File: src/hw/rtl/bsc_pkg.sv
// Shared types, codes and helper functions for the banner service classifier.
package bsc_pkg;

    // Kept-character limit and the width of the counter that saturates at it
    localparam int KEPT_LIMIT = 256;
    localparam int KEPT_W     = $clog2(KEPT_LIMIT + 1);

    // Character window depth (cells in the chain)
    localparam int WIN_DEPTH  = 4;

    // Service codes
    localparam logic [3:0] SVC_UNKNOWN = 4'd0;
    localparam logic [3:0] SVC_SSH     = 4'd1;
    localparam logic [3:0] SVC_HTTP    = 4'd2;
    localparam logic [3:0] SVC_SMTP    = 4'd3;
    localparam logic [3:0] SVC_FTP     = 4'd4;
    localparam logic [3:0] SVC_TELNET  = 4'd5;
    localparam logic [3:0] SVC_DNS     = 4'd6;
    localparam logic [3:0] SVC_POP3    = 4'd7;
    localparam logic [3:0] SVC_IMAP    = 4'd8;
    localparam logic [3:0] SVC_HTTPS   = 4'd9;
    localparam logic [3:0] SVC_SMB     = 4'd10;
    localparam logic [3:0] SVC_RTSP    = 4'd11;
    localparam logic [3:0] SVC_RDP     = 4'd12;

    // Cleartext attention codes
    localparam logic [1:0] ATT_NONE  = 2'd0;
    localparam logic [1:0] ATT_ADMIN = 2'd1;
    localparam logic [1:0] ATT_FILE  = 2'd2;
    localparam logic [1:0] ATT_WEB   = 2'd3;

    // Hit flag positions
    localparam int HIT_SSH  = 0;
    localparam int HIT_HTTP = 1;
    localparam int HIT_SMTP = 2;
    localparam int HIT_FTP  = 3;

    // Characters of interest
    localparam logic [7:0] CH_TAB   = 8'h09;
    localparam logic [7:0] CH_LF    = 8'h0a;
    localparam logic [7:0] CH_CR    = 8'h0d;
    localparam logic [7:0] CH_SPACE = 8'h20;
    localparam logic [7:0] CH_TILDE = 8'h7e;
    localparam logic [7:0] CH_UC_A  = 8'h41;
    localparam logic [7:0] CH_UC_Z  = 8'h5a;
    localparam logic [7:0] CH_CASE  = 8'h20;
    localparam logic [7:0] CH_DASH  = 8'h2d;
    localparam logic [7:0] CH_SLASH = 8'h2f;
    localparam logic [7:0] CH_F     = 8'h66;
    localparam logic [7:0] CH_H     = 8'h68;
    localparam logic [7:0] CH_M     = 8'h6d;
    localparam logic [7:0] CH_P     = 8'h70;
    localparam logic [7:0] CH_S     = 8'h73;
    localparam logic [7:0] CH_T     = 8'h74;

    // Input transfer payload
    typedef struct packed {
        logic        first_item;
        logic [15:0] port_number;
        logic [7:0]  data_byte;
        logic        byte_present;
        logic        last_item;
    } in_item_t;

    // Result transfer payload
    typedef struct packed {
        logic [3:0] service_code;
        logic [1:0] attention_code;
    } out_item_t;

    // Per-cycle control for every window cell
    typedef struct packed {
        logic clear;   // new banner: drop held character
        logic shift;   // kept character: take neighbor's character
    } cell_ctrl_t;

    // Cleaned character
    typedef struct packed {
        logic       keep;
        logic [7:0] ch;
    } clean_t;

    // CR, LF and tab to space, drop other non-printables, fold upper case
    function automatic clean_t clean_byte(input logic [7:0] raw);
        clean_t r;
        r.keep = 1'b1;
        r.ch   = raw;
        if (raw == CH_CR || raw == CH_LF || raw == CH_TAB) begin
            r.ch = CH_SPACE;
        end
        else if (raw < CH_SPACE || raw > CH_TILDE) begin
            r.keep = 1'b0;
        end
        else if (raw >= CH_UC_A && raw <= CH_UC_Z) begin
            r.ch = raw + CH_CASE;
        end
        return r;
    endfunction

    // Well-known port table
    function automatic logic [3:0] port_service(input logic [15:0] port);
        logic [3:0] s;
        unique case (port)
            16'd21:                     s = SVC_FTP;
            16'd22:                     s = SVC_SSH;
            16'd23:                     s = SVC_TELNET;
            16'd25:                     s = SVC_SMTP;
            16'd53:                     s = SVC_DNS;
            16'd80, 16'd8000, 16'd8080: s = SVC_HTTP;
            16'd110:                    s = SVC_POP3;
            16'd143:                    s = SVC_IMAP;
            16'd443, 16'd8443:          s = SVC_HTTPS;
            16'd445:                    s = SVC_SMB;
            16'd554:                    s = SVC_RTSP;
            16'd3389:                   s = SVC_RDP;
            default:                    s = SVC_UNKNOWN;
        endcase
        return s;
    endfunction

    // Priority pick over hits, port table as fallback, then attention code
    function automatic out_item_t classify(input logic [3:0] hits, input logic [15:0] port);
        out_item_t r;
        if (hits[HIT_SSH]) begin
            r.service_code = SVC_SSH;
        end
        else if (hits[HIT_HTTP]) begin
            r.service_code = SVC_HTTP;
        end
        else if (hits[HIT_SMTP]) begin
            r.service_code = SVC_SMTP;
        end
        else if (hits[HIT_FTP]) begin
            r.service_code = SVC_FTP;
        end
        else begin
            r.service_code = port_service(port);
        end
        unique case (r.service_code)
            SVC_TELNET: r.attention_code = ATT_ADMIN;
            SVC_FTP:    r.attention_code = ATT_FILE;
            SVC_HTTP:   r.attention_code = ATT_WEB;
            default:    r.attention_code = ATT_NONE;
        endcase
        return r;
    endfunction

endpackage

File: src/hw/rtl/bsc_cell.sv
// One character slot of the banner window; hands its character to the next slot.
module bsc_cell (
    input  logic                clk,
    input  logic                rst_n,
    input  bsc_pkg::cell_ctrl_t ctrl,
    input  logic [7:0]          char_in,
    input  logic                valid_in,
    output logic [7:0]          char_q,
    output logic                valid_q
);

    logic [7:0] char_reg;
    logic [7:0] char_next;
    logic       valid_reg;
    logic       valid_next;

    // Shift takes the neighbor's slot; clear alone empties this one
    always_comb
    begin
        char_next  = char_reg;
        valid_next = valid_reg;
        if (ctrl.shift) begin
            char_next  = char_in;
            valid_next = valid_in;
        end
        else if (ctrl.clear) begin
            valid_next = 1'b0;
        end
    end

    always_ff @(posedge clk or negedge rst_n)
    begin
        if (!rst_n) begin
            valid_reg <= 1'b0;
        end
        else begin
            valid_reg <= valid_next;
        end
    end

    always_ff @(posedge clk)
    begin
        char_reg <= char_next;
    end

    assign char_q  = char_reg;
    assign valid_q = valid_reg;

endmodule

File: src/hw/rtl/banner_service_classifier.sv
// Top level of the banner service classifier: byte cleaning, window chain, hit flags, result.
//
// Usage:
//   in channel  (in_valid / in_ready / in_data): one banner byte per transfer.
//     first_item opens a banner (clears hits and window, samples port_number),
//     byte_present qualifies data_byte, last_item requests the classification.
//   out channel (out_valid / out_ready / out_data): one result per transfer
//     that carried last_item: service_code and attention_code.
// Throughput: one input transfer per cycle while in_ready is high. The window is a chain of four
//   character cells that shift once per kept character, and the hit flags are
//   set from the cells plus the incoming character in the same cycle.
// Output: the result is registered; it is offered in the cycle after the
//   transfer that carried last_item.
// Stall: the output register holds the result while out_ready is low; in_ready
//   stays high whenever the register is empty or being drained this cycle.
// Reset: rst_n clears window, hits, kept count, held port and the output
//   valid; no clearing pass is needed.
module banner_service_classifier (
    input  logic               clk,
    input  logic               rst_n,
    input  logic               in_valid,
    output logic               in_ready,
    input  bsc_pkg::in_item_t  in_data,
    output logic               out_valid,
    input  logic               out_ready,
    output bsc_pkg::out_item_t out_data
);

    localparam int DEPTH = bsc_pkg::WIN_DEPTH;

    logic                        in_xfer;
    logic                        out_xfer;
    bsc_pkg::clean_t             cln;
    logic                        kept;
    logic                        start;
    logic [bsc_pkg::KEPT_W-1:0]  count_reg;
    logic [bsc_pkg::KEPT_W-1:0]  count_next;
    logic [bsc_pkg::KEPT_W-1:0]  count_eff;
    logic [3:0]                  hits_reg;
    logic [3:0]                  hits_next;
    logic [3:0]                  hits_eff;
    logic [15:0]                 port_reg;
    logic [15:0]                 port_next;
    logic                        out_valid_reg;
    logic                        out_valid_next;
    bsc_pkg::out_item_t          out_data_reg;
    bsc_pkg::out_item_t          out_data_next;
    bsc_pkg::cell_ctrl_t         cell_ctrl;
    logic [7:0]                  win_char [DEPTH];
    logic                        win_valid_q [DEPTH];
    logic                        win_valid [DEPTH];
    logic [7:0]                  chain_char [DEPTH];
    logic                        chain_valid [DEPTH];

    // Handshakes
    assign in_ready = !out_valid_reg || out_ready;
    assign in_xfer  = in_valid && in_ready;
    assign out_xfer = out_valid_reg && out_ready;

    // Cleaning and limit check
    assign start     = in_xfer && in_data.first_item;
    assign cln       = bsc_pkg::clean_byte(in_data.data_byte);
    assign count_eff = start ? '0 : count_reg;
    assign kept      = in_xfer && in_data.byte_present && cln.keep
                       && (count_eff < bsc_pkg::KEPT_W'(bsc_pkg::KEPT_LIMIT));

    // Window chain control
    assign cell_ctrl.clear = start;
    assign cell_ctrl.shift = kept;

    // Window as seen by this transfer: emptied when a banner opens
    always_comb
    begin
        for (int k = 0; k < DEPTH; k++) begin
            win_valid[k] = win_valid_q[k] && !start;
        end
    end

    // Neighbor feeds: newest character enters cell 0
    always_comb
    begin
        chain_char[0]  = cln.ch;
        chain_valid[0] = 1'b1;
        for (int k = 1; k < DEPTH; k++) begin
            chain_char[k]  = win_char[k-1];
            chain_valid[k] = win_valid[k-1];
        end
    end

    for (genvar g = 0; g < DEPTH; g++) begin : g_cell
        bsc_cell u_cell (
            .clk      (clk),
            .rst_n    (rst_n),
            .ctrl     (cell_ctrl),
            .char_in  (chain_char[g]),
            .valid_in (chain_valid[g]),
            .char_q   (win_char[g]),
            .valid_q  (win_valid_q[g])
        );
    end

    // Pattern match on cells plus incoming character
    always_comb
    begin
        hits_eff  = start ? 4'd0 : hits_reg;
        hits_next = hits_eff;
        if (kept) begin
            if (win_valid[2] && win_char[2] == bsc_pkg::CH_S && win_char[1] == bsc_pkg::CH_S
                && win_char[0] == bsc_pkg::CH_H && cln.ch == bsc_pkg::CH_DASH) begin
                hits_next[bsc_pkg::HIT_SSH] = 1'b1;
            end
            if (win_valid[3] && win_char[3] == bsc_pkg::CH_H && win_char[2] == bsc_pkg::CH_T
                && win_char[1] == bsc_pkg::CH_T && win_char[0] == bsc_pkg::CH_P
                && cln.ch == bsc_pkg::CH_SLASH) begin
                hits_next[bsc_pkg::HIT_HTTP] = 1'b1;
            end
            if (win_valid[2] && win_char[2] == bsc_pkg::CH_S && win_char[1] == bsc_pkg::CH_M
                && win_char[0] == bsc_pkg::CH_T && cln.ch == bsc_pkg::CH_P) begin
                hits_next[bsc_pkg::HIT_SMTP] = 1'b1;
            end
            if (win_valid[1] && win_char[1] == bsc_pkg::CH_F && win_char[0] == bsc_pkg::CH_T
                && cln.ch == bsc_pkg::CH_P) begin
                hits_next[bsc_pkg::HIT_FTP] = 1'b1;
            end
        end
    end

    // Count and port
    assign count_next = kept ? count_eff + bsc_pkg::KEPT_W'(1) : count_eff;
    assign port_next  = start ? in_data.port_number : port_reg;

    // Output register
    always_comb
    begin
        out_valid_next = out_valid_reg && !out_ready;
        out_data_next  = out_data_reg;
        if (in_xfer && in_data.last_item) begin
            out_valid_next = 1'b1;
            out_data_next  = bsc_pkg::classify(hits_next, port_next);
        end
    end

    always_ff @(posedge clk or negedge rst_n)
    begin
        if (!rst_n) begin
            count_reg     <= '0;
            hits_reg      <= 4'd0;
            port_reg      <= 16'd0;
            out_valid_reg <= 1'b0;
        end
        else begin
            if (in_xfer) begin
                count_reg <= count_next;
                hits_reg  <= hits_next;
                port_reg  <= port_next;
            end
            out_valid_reg <= out_valid_next;
        end
    end

    always_ff @(posedge clk)
    begin
        out_data_reg <= out_data_next;
    end

    assign out_valid = out_valid_reg;
    assign out_data  = out_data_reg;

`ifndef SYNTHESIS
    // A transfer that closes a banner always yields a result next cycle
    a_last_gives_result: assert property (@(posedge clk) disable iff (!rst_n)
        in_xfer && in_data.last_item |=> out_valid)
        else $error("last transfer did not produce a result");

    // A drained result with no new last transfer leaves the output empty
    a_drain_empties: assert property (@(posedge clk) disable iff (!rst_n)
        out_xfer && !(in_xfer && in_data.last_item) |=> !out_valid)
        else $error("result repeated after transfer");

    // Kept count never passes the limit
    a_count_bound: assert property (@(posedge clk) disable iff (!rst_n)
        count_reg <= bsc_pkg::KEPT_W'(bsc_pkg::KEPT_LIMIT))
        else $error("kept count beyond limit");

    // Attention code follows the service code for FTP results
    a_attention: assert property (@(posedge clk) disable iff (!rst_n)
        out_valid && out_data.service_code == bsc_pkg::SVC_FTP
        |-> out_data.attention_code == bsc_pkg::ATT_FILE)
        else $error("ftp result without file transfer attention");
`endif

endmodule
File: config.mk
export PLATFORM = sky130hd
export DESIGN_NAME = banner_service_classifier
export DESIGN_NICKNAME = d
export VERILOG_FILES = /design/src/hw/rtl/bsc_pkg.sv /design/src/hw/rtl/bsc_cell.sv /design/src/hw/rtl/banner_service_classifier.sv
export SDC_FILE = /design/constraint.sdc
export NUM_CORES = 1
export LEC_CHECK = 0
export ABC_AREA = 0
export BUFFER_PORTS_ARGS = -buffer_cell sky130_fd_sc_hd__buf_2
export CORE_ASPECT_RATIO = 1.2
export CORE_MARGIN = 5
export CORE_UTILIZATION = 50
export DETAILED_ROUTE_END_ITERATION = 16
export PLACE_DENSITY = 0.69
export SKIP_LAST_GASP = 1
export SLEW_MARGIN = 20
export SYNTH_ARGS = -nofsm -noshare
export SYNTH_HDL_FRONTEND = slang
export SYNTH_SLANG_ARGS = --single-unit
File: constraint.sdc
create_clock -name clk -period 3.1 [get_ports clk]
set_clock_uncertainty 0.15 [all_clocks]
set_input_delay 0 -clock clk [delete_from_list [all_inputs] [get_ports clk]]
set_output_delay 0 -clock clk [all_outputs]
set_load 0.01 [all_outputs]
==> metrics.cfg, run 1 <==
[power_and_ir_drop]
peakVddDrop_v = 0.000295
p_per_area_nw_per_um2 = 456
leakagePower_uw = 0.00188

[sta]
relSlewSlack_pct = 45.1
fin_crit_sh_pct = 92.0
slew_violations = 0
min_period_ns = 2.85
fin_tns_setup_ns = 0
setup-violations-final = 0
rsz0062_at_grt = false
fmax_mhz = 351
worst_pin_slew_ns = 0.823
hold_violations = 0

[grt]
grt-ovfl-total = 0
grt_pass1_vias = 3684
grt_pass1_wl_mm = 18.3
grt_max_degree = 36
grt_antenna_before_repair = 0
grt_use_total_pct = 23.6

[route]
vias = 3641
drt-total-wl_mm = 11.1
antenna_left = 0
first_iter_violations = 215
avgRoutedWirePerCell_um = 19.0
drtPass1Iterations = 5
viasPerCell = 6.21
post-route-drc-count = 0

[synth]
synthTopCellsByCount = nand2_1 (83), edfxtp_1 (38), dfrtp_1 (34), nor2_1 (19), nand3_1 (17)
yosysUniqueCellTypes = 71
syn_area_sq_um = 4130
synth_top_area_share_pct = 27.6
ys_seq_area_share_pct = 48.2
syn_nets = 454
ys_ff_latch = 72
synth_most_common_cell = nand2_1
syn_avg_cell_area_sq_um = 9.83
synth_async_sr_flop_share_pct = 47.2
yosys.area.top_type = edfxtp_1
synth_edf_count = 38
synth_area_leaders = edfxtp_1 (28%), dfrtp_1 (21%), nand2_1 (7.5%)
ys.warnings.count = 0
synth_top_flop_cell = edfxtp_1
synth_cells = 420

[setup_path]
worstSetupEndpointType = register
cp_max_fo = 16
r2r_end = out_data[0]$_DFFE_PP_
reg2reg_depth = 8
path_buf_inv = 3
setup.worst_path.class = in2reg
critPathRequiredTime_ns = 3.05
rr_startpoint = port_reg[0]$_DFFE_PN0N_
critPathTopFamily = buffers and inverters
cpMaxStageDelayCell = dlygate4sd3_1
regToRegSetupSlack_ns = 0.27
worst_setup_path_start_kind = input pin
cp.arrival_ns = 2.80
slowest_delay_ns = 0.52
worstPathCellList = dlygate4sd3_1 > buf_2 > nand2_1 > nor2_4 > buf_4 > and3_1 > o32ai_1 > o211ai_1 > a21oi_1 > o21ai_0 > o22ai_2

[layout]
n_fill_cell = 708
final_layout_size_suffix_gt1_share_pct = 18.1
num_antenna_cells = 0
regArea_sq_um = 1990
nets = 520
multiInputGateArea_sq_um = 2020
largest_register_ffs = 32
utilization_pct = 60.2
synthToLayoutAreaGrowth_pct = 18.2
finalNonFillerCells = 586

[run_status]
status = finished clean

[clocking]
root_buffer = clkbuf_8
cts_buffers = 9
post_cts_buffers = 0
cts_buffer_depth = 2
htreeDepth = 3
clk_latency_ns = 0.36
cts.clk_slew.worst_paths_ns = 0.08
cts_tree = yes
clkSinkCount = 72

[floorplanning]
fp-row-count = 36
die_h_um = 110
core_sq_um = 8110
io_pins = 39
dieArea_sq_um = 10200
start_util_pct = 50.9
die_w_um = 93.0

[placed_design]
port_buffers = 38
gp_congestion = 0.964
placed_cells = 547
dp_hpwl_mm = 8.08

[run]
drv_cap = 0

[min_path]
worstHoldEndpoint = g_cell[0].u_cell.char_q[6]$_DFFE_PP_
hold_class = in2reg
min-delay-start = in_data[8]
hold_depth = 3

-- placed cells by master, fill, tap and decap left out, drive strengths merged, types with 7 or more instances in the layout --
| cell | netlist | layout |
|---|---|---|
| nand2 | 83 | 83 |
| buf | 11 | 49 |
| edfxtp | 38 | 38 |
| dfrtp | 34 | 34 |
| dlygate4sd3 | 0 | 23 |
| nor2 | 19 | 19 |
| nand3 | 17 | 17 |
| o21ai | 16 | 16 |
| nand4 | 14 | 14 |
| inv | 11 | 14 |
| nor2b | 12 | 12 |
| nor4b | 12 | 12 |
| nor3 | 11 | 11 |
| a21oi | 10 | 10 |
| clkbuf | 6 | 9 |
| o2111ai | 8 | 8 |
| and2 | 8 | 8 |
| and3 | 7 | 7 |
| nor4 | 7 | 7 |
-- worst min-delay path: cells and delay by family --
family                 cells  cell delay, ns
buffers and inverters      2            0.27
AO/OA/AOI/OAI              1            0.10
-- report_power, final --
group / internal, uW / leakage, uW / switching [uW]
clock: 381 / 0.0000982 / 404
sequential: 1060 / 0.000795 / 58.1
combinational: 129 / 0.000983 / 191
-- stage by stage --
stage,power (uW),cell area (sq um),hold WS (ns),setup slack (ns)
after floorplan,1300,4130,-0.446,0.380
after global placement,1430,4440,-0.0199,0.159
after detailed placement,1430,4440,-0.0174,0.173
after CTS,2230,4870,0.0297,0.125
after global routing,2320,4880,0.0464,0.0661
final,2230,4880,0.0416,0.249
-- kinds of logic after synthesis --
| logic type | count (synthesis) | synth area share (%) |
|---|---|---|
| AOI/OAI and AO/OA | 71 | 12.7 |
| DFF | 72 | 48.2 |
| xor gates and xnor gates | 8 | 1.70 |
| muxes | 4 | 1.03 |
| buffers and inverters | 29 | 3.15 |
| and+or+nand+nor | 233 | 32.3 |
| adders and majority gates | 3 | 0.909 |
-- worst max-delay path by stage --
stage / start / to / slack, ns / depth (start not counted)
2_1_floorplan: out_valid$_DFF_PN0_ / count_reg[8]$_DFFE_PN0N_ / 0.38 / 11
3_3_place_gp: out_valid$_DFF_PN0_ / out_data[0]$_DFFE_PP_ / 0.16 / 9
3_5_place_dp: out_valid$_DFF_PN0_ / out_data[0]$_DFFE_PP_ / 0.17 / 9
4_1_cts: in_data[26] / out_data[0]$_DFFE_PP_ / 0.12 / 11
5_1_grt: out_valid$_DFF_PN0_ / out_data[0]$_DFFE_PP_ / 0.07 / 10
6_report: in_data[26] / out_data[0]$_DFFE_PP_ / 0.25 / 11
-- routing by layer --
layer / track usage (%) / share of wire (%)
met4: 13.0 / 3.9
met1: 29.6 / 42
met5: 0 / 0
met3: 4.52 / 6.0
met2: 38.5 / 48
-- repair_timing --
| action | CTS | global route |
|---|---|---|
| hold endpoints to repair | 59 | 0 |
| gates resized for setup | 0 | 2 |
| endpoints found under the setup margin | 0 | 2 |
| hold buffers | 23 | 0 |
-- final cells by class --
class / instances / area share (%)
tap: 95 / 2.44
inverter: 12 / 0.923
clock buffer: 9 / 2.54
multi-input combinational: 319 / 41.3
sequential: 72 / 40.8
clock inverter: 7 / 1.62
timing repair buffer: 72 / 10.3
Power figures use the tool's default switching activity.
==> run 2, diff against run 1 <==
- BUFFER_PORTS_ARGS: -buffer_cell sky130_fd_sc_hd__buf_2 -> default
- DONT_BUFFER_PORTS: default -> 1
- PLACE_DENSITY: 0.69 -> default
==> run 2 against run 1 <==
Compared with the run above:
- global-route usage is 0.85 points higher
- critical path depth is 1 lower
- first-iteration DRC count is 5.1% higher
- sequential cell count stayed put
- via count is 2.0% lower
- power is 2.2% lower
- clock power is 3.8% lower
- largest cell class unchanged
- highest routed layer unchanged
==> metrics.cfg, run 2 (synthesis results as in run 1) <==
[sta]
fmax_mhz = 341  ; -2.8%
worst_pin_slew_ns = 0.585  ; -0.238 ns
fin_tns_setup_ns = 0  ; unchanged
relSlewSlack_pct = 60.4  ; +15 points
min_period_ns = 2.93  ; +0.0821 ns
worst_slack_ns = 0.167  ; -0.0821 ns
setup-violations-final = 0  ; unchanged
fin_crit_sh_pct = 94.6  ; +2.6 points
hold_violations = 0  ; unchanged
slew_violations = 0  ; unchanged
rsz0062_at_grt = false

[grt]
grt_max_degree = 36  ; unchanged
grt_antenna_before_repair = 0  ; unchanged
grt_pass1_vias = 3688  ; +0.11%
grt_use_total_pct = 24.4  ; +0.85 points
grt-ovfl-total = 0  ; unchanged
grt_pass1_wl_mm = 19.2  ; +4.8%

[route]
viasPerCell = 6.33  ; +1.8%
vias = 3568  ; -2.0%
avgRoutedWirePerCell_um = 20.7  ; +9.3%
post-route-drc-count = 0  ; unchanged
drt-total-wl_mm = 11.7  ; +5.2%
first_iter_violations = 226  ; +5.1%
antenna_left = 0  ; unchanged
drtPass1Iterations = 5  ; unchanged

[placed_design]
dp_hpwl_mm = 8.09  ; +0.12%
pre_cts_slack_ns = 0.176  ; +0.00321 ns
gp_congestion = 1.00  ; +3.9%
port_buffers = 0  ; -100%

[layout]
layout_commonest_cell = nand2_1
largest_register_ffs = 32  ; unchanged
nets = 498  ; -4.2%
synthToLayoutAreaGrowth_pct = 17.7
final_layout_size_suffix_gt1_share_pct = 11.1  ; -7.0 points
num_antenna_cells = 0  ; unchanged
final_cell_mix = nand2_1 (83), edfxtp_1 (38), dlygate4sd3_1 (37), dfrtp_1 (34), nor2_1 (18)
n_fill_cell = 708  ; unchanged

[power_and_ir_drop]
peakVddDrop_v = 0.000220  ; -25%
p_sw_uw = 609  ; -6.7%
power_frac_seq_pct = 51.7  ; +1.3 points
power_frac_clock_pct = 34.7  ; -0.6 points
p_int_uw = 1570  ; -0.36%
p_per_area_nw_per_um2 = 448  ; -1.8%
swShare_pct = 28.0  ; -1.3 points
power_uw = 2180  ; -2.2%
p_comb_share_pct = 13.5  ; -0.8 points
leakagePower_uw = 0.00181  ; -3.5%

[floorplanning]
start_util_pct = 50.9  ; unchanged
die_h_um = 110  ; unchanged
die_w_um = 93.0  ; unchanged
core_sq_um = 8110  ; unchanged
dieArea_sq_um = 10200  ; unchanged
fp-row-count = 36  ; unchanged
io_pins = 39  ; unchanged

[setup_path]
slowest_delay_ns = 0.64  ; +0.12 ns
path_depth = 10  ; -1
worst_setup_path_start_kind = register
reg2reg_depth = 10  ; +2
regToRegSetupSlack_ns = 0.17  ; -0.10 ns
cpMaxStageDelayCell = or4_1
cp_max_fo = 11  ; -5
cp.arrival_ns = 2.98  ; +0.18 ns
worstPathCellList = nor2b_1 > buf_4 > clkinv_1 > nand2_1 > or4_1 > a32o_1 > o211ai_1 > nand3_1 > a31o_2 > o22ai_2
critPathRequiredTime_ns = 3.15  ; +0.10 ns
path_buf_inv = 2  ; -1
worstSetupEndpointType = register
setup.worst_path.class = reg2reg
critPathTopFamily = simple AND/OR/NAND/NOR gates

[clocking]
cts.clk_slew.worst_paths_ns = 0.09  ; about the same
cts_buffer_depth = 2  ; unchanged
clkSinkCount = 72  ; unchanged
post_cts_buffers = 0  ; unchanged
cts_tree = yes
root_buffer = clkbuf_8
htreeDepth = 3  ; unchanged
clk_latency_ns = 0.35  ; about the same
cts_buffers = 9  ; unchanged

[min_path]
hold_class = in2reg
hold_depth = 2  ; -1

[run]
drv_cap = 0  ; unchanged

[run_status]
status = finished clean

run 2: changes by cell type in the layout (fill, tap and decap cells not counted), sizes merged:
cell,delta
clkinvlp,-2
buf,-36
dlygate4sd3,+14
inv,-2
clkinv,+4
run 2: final timing paths:
kind,end,start
max reg2reg,out_data[0]$_DFFE_PP_,out_valid$_DFF_PN0_
max,out_data[0]$_DFFE_PP_,out_valid$_DFF_PN0_
min,g_cell[0].u_cell.char_q[6]$_DFFE_PP_,in_data[5]
max in group asynchronous,g_cell[0].u_cell.valid_q$_DFFE_PN0P_,rst_n
min reg2reg,g_cell[3].u_cell.char_q[7]$_DFFE_PP_,g_cell[2].u_cell.char_q[7]$_DFFE_PP_
min in group asynchronous,port_reg[3]$_DFFE_PN0N_,rst_n
run 2: cell type report:
type                       instances  area (sq um)  share of cell area (%)
multi-input combinational        319          2020                    41.5
sequential                        72          1990                    41.0
timing repair buffer              50           493                    10.1
clock buffer                       9           124                    2.55
tap                               95           119                    2.45
clock inverter                     7          70.1                    1.44
inverter                          12          45.0                   0.927
run 2: per-stage QoR:
step / cell area (sq um) / util, % / instances / hold WS, ns
2_1_floorplan: 4130 / - / 420 / -0.446
3_3_place_gp: 4250 / 52.4 / 509 / -0.444
3_5_place_dp: 4250 / 52.4 / 509 / -0.445
4_1_cts: 4850 / 59.8 / 564 / 0.00442
5_1_grt: 4860 / 59.9 / 564 / 0.0390
6_report: 4860 / 59.9 / 564 / 0.0209
run 2: repair_timing:
action,CTS,global route
gates resized for setup,0,1
hold buffers,39,0
hold endpoints to repair,72,0
setup endpoints to repair,0,2
run 2: power groups by stage:
| stage | registers [uW] | clock network (uW) | logic [uW] |
|---|---|---|---|
| final | 1130 | 756 | 295 |
| after global routing | 1140 | 812 | 324 |
| after CTS | 1120 | 764 | 292 |
| after detailed placement | 1140 | 0 | 225 |
| after global placement | 1140 | 0 | 224 |
| after floorplan | 1130 | 0 | 175 |
run 2: per-layer routing:
layer | global-route usage [%] | up-vias | part of all wire, %
met2 | 41.0 | 151 | 49
met4 | 10.4 | 0 | 3.2
met5 | 0 | - | 0
met1 | 30.5 | 1716 | 40
li1 | - | 1675 | -
met3 | 5.61 | 26 | 7.0
==> run 3, diff against run 2 <==
- CORE_UTILIZATION: 50 -> 45
==> run 3 against run 2 <==
Compared with the run above:
- worst hold slack got worse by 0.0012 ns
- count of clock-buffer cells in the layout rose by 1
- global-route usage is 4.0 points lower
- non-clock buffer count fell by 2
- first-iteration DRC count down 11%
- largest cell class unchanged
- setup slack worse by 0.016 ns
==> metrics.cfg, run 3 (synthesis results as in run 1) <==
[route]
antenna_left = 0  ; unchanged
drt-total-wl_mm = 11.0  ; -6.1%
first_iter_violations = 201  ; -11%
vias = 3563  ; -0.14%
avgRoutedWirePerCell_um = 18.7  ; -9.7%
viasPerCell = 6.07  ; -4.1%
post-route-drc-count = 0  ; unchanged
drtPass1Iterations = 5  ; unchanged

[sta]
min_period_ns = 2.95  ; +0.0157 ns
fin_tns_setup_ns = 0  ; unchanged
relSlewSlack_pct = 56.0  ; -4.4 points
slew_violations = 0  ; unchanged
fin_crit_sh_pct = 95.1  ; +0.51 points
hold_violations = 0  ; unchanged
worst_pin_slew_ns = 0.654  ; +0.0691 ns
rsz0062_at_grt = false
setup-violations-final = 0  ; unchanged
fmax_mhz = 339  ; -0.53%

[layout]
layout_commonest_cell = nand2_1
largest_register_ffs = 32  ; unchanged
nets = 496  ; -0.40%
final_layout_size_suffix_gt1_share_pct = 11.3  ; +0.26 points
final_cell_area_sq_um = 4860  ; about the same
synthToLayoutAreaGrowth_pct = 17.6  ; about the same
n_fill_cell = 792  ; +12%
final_cell_mix = nand2_1 (83), edfxtp_1 (38), dlygate4sd3_1 (36), dfrtp_1 (34), nor2_1 (18)
num_antenna_cells = 0  ; unchanged

[setup_path]
path_buf_inv = 0  ; -2
slowest_delay_ns = 0.57  ; -0.07 ns
crit_path_start = port_reg[0]$_DFFE_PN0N_
critPathTopFamily = compound AO/OA/AOI/OAI gates
worstSetupEndpointType = register
worstPathCellList = or4_1 > a2111oi_2 > o211ai_1 > a32o_1 > o211ai_1 > nand3_1 > a31o_2 > o22ai_2
cp.arrival_ns = 2.99  ; about the same
cpMaxStageDelayCell = or4_1
critPathRequiredTime_ns = 3.15  ; about the same
worst_setup_path_start_kind = register
cp_max_fo = 7  ; -4
crit_top_cell = o211ai_1
setup.worst_path.class = reg2reg
rr_startpoint = port_reg[0]$_DFFE_PN0N_

[clocking]
clkSinkCount = 72  ; unchanged
cts_buffer_depth = 2  ; unchanged
post_cts_buffers = 0  ; unchanged
root_buffer = clkbuf_8
clk_latency_ns = 0.36  ; about the same
cts_tree = yes
htreeDepth = 3  ; unchanged
cts_buffers = 9  ; unchanged
cts.clk_slew.worst_paths_ns = 0.09  ; about the same

[grt]
grt_max_degree = 35  ; -2.8%
grt_use_total_pct = 20.4  ; -4.0 points
grt_pass1_vias = 3535  ; -4.1%
grt_antenna_before_repair = 0  ; unchanged
grt_pass1_wl_mm = 18.1  ; -5.6%
grt-ovfl-total = 0  ; unchanged

[power_and_ir_drop]
power_frac_clock_pct = 32.4  ; -2.3 points
leakagePower_uw = 0.00179  ; -1.4%
power_frac_seq_pct = 54.1  ; +2.4 points
p_int_uw = 1490  ; -5.2%
swShare_pct = 29.0  ; +1.0 points
p_sw_uw = 608  ; -0.23%
peakVddDrop_v = 0.000188  ; -15%
p_comb_share_pct = 13.6  ; about the same
p_per_area_nw_per_um2 = 431  ; -3.7%

[placed_design]
dpl_cell_area_sq_um = 4270  ; +0.56%
gp_congestion = 0.983  ; -1.9%
port_buffers = 0  ; unchanged
dp_hpwl_mm = 7.88  ; -2.6%

[run]
drv_cap = 0  ; unchanged

[min_path]
hold_class = in2reg
min-delay-start = in_data[1]

[floorplanning]
io_pins = 39  ; unchanged
die_w_um = 97.4  ; +4.8%
start_util_pct = 45.9  ; -5.0 points
fp-row-count = 38  ; +5.6%
die_h_um = 115  ; +4.9%
dieArea_sq_um = 11200  ; +10%
core_sq_um = 8990  ; +11%

[run_status]
status = finished clean

==> run 3: final timing paths <==
check                                                            end  slack (ns)  cells after the start
min in group asynchronous                   port_reg[10]$_DFFE_PN0N_        0.06                      3
worst max-delay path                           out_data[0]$_DFFE_PP_        0.15                      8
max in group asynchronous                    hits_reg[2]$_DFFE_PN0N_        2.55                      3
worst min-delay path                         hits_reg[1]$_DFFE_PN0N_        0.02                      5
worst max register to register                 out_data[0]$_DFFE_PP_        0.15                      8
worst min register to register  g_cell[1].u_cell.char_q[7]$_DFFE_PP_        0.30                      0
==> run 3: tightest hold or removal path, stage by stage <==
cell       delay, ns
nor4b_1         0.12
nand2_1         0.08
nor4b_2         0.06
o2111ai_2       0.12
o21ai_2         0.09
==> run 3: final cells by class <==
type                            count  area (sq um)  share of cell area, %
Inverter                           12          45.0                  0.927
Timing Repair Buffer               48           475                   9.79
Tap cell                          120           150                   3.09
Sequential cell                    72          1990                   41.0
Clock inverter                      6          43.8                  0.902
Clock buffer                       10           128                   2.63
Multi-Input combinational cell    319          2020                   41.7
==> run 3: per-stage QoR <==
stage / util [%] / hold slack [ns] / instances / worst slack (ns) / total power (uW)
6_report: 54.1 / 0.0197 / 587 / 0.152 / 2090
5_1_grt: 54.1 / 0.0382 / 587 / 0.00341 / 2190
4_1_cts: 53.9 / 0.00285 / 587 / 0.0320 / 2100
3_5_place_dp: 47.5 / -0.444 / 533 / 0.0850 / 1360
3_3_place_gp: 47.5 / -0.444 / 533 / 0.229 / 1360
2_1_floorplan: - / -0.446 / 420 / 0.380 / 1300
==> run 3: timing repair <==
item | 4_1_cts | 5_1_grt
resized for setup | 0 | 3
endpoints found under the hold margin | 80 | 0
hold buffers | 38 | 0
endpoints found under the setup margin | 0 | 5
==> run 3: power by group through the flow <==
stage / Combinational [uW] / Sequential [uW] / Clock (uW)
finish: 284 / 1130 / 678
global route: 316 / 1140 / 731
CTS: 281 / 1130 / 688
detailed placement: 217 / 1150 / 0
global placement: 219 / 1150 / 0
floorplan: 175 / 1130 / 0
==> run 3: layer usage <==
layer  share of wire (%)  vias to the layer above  GRT usage [%]
met3                 6.8                       36           4.19
li1                    -                     1667              -
met5                   0                        -              0
met4                 3.8                        0           10.7
met2                  48                      155           33.3
met1                  42                     1705           25.8
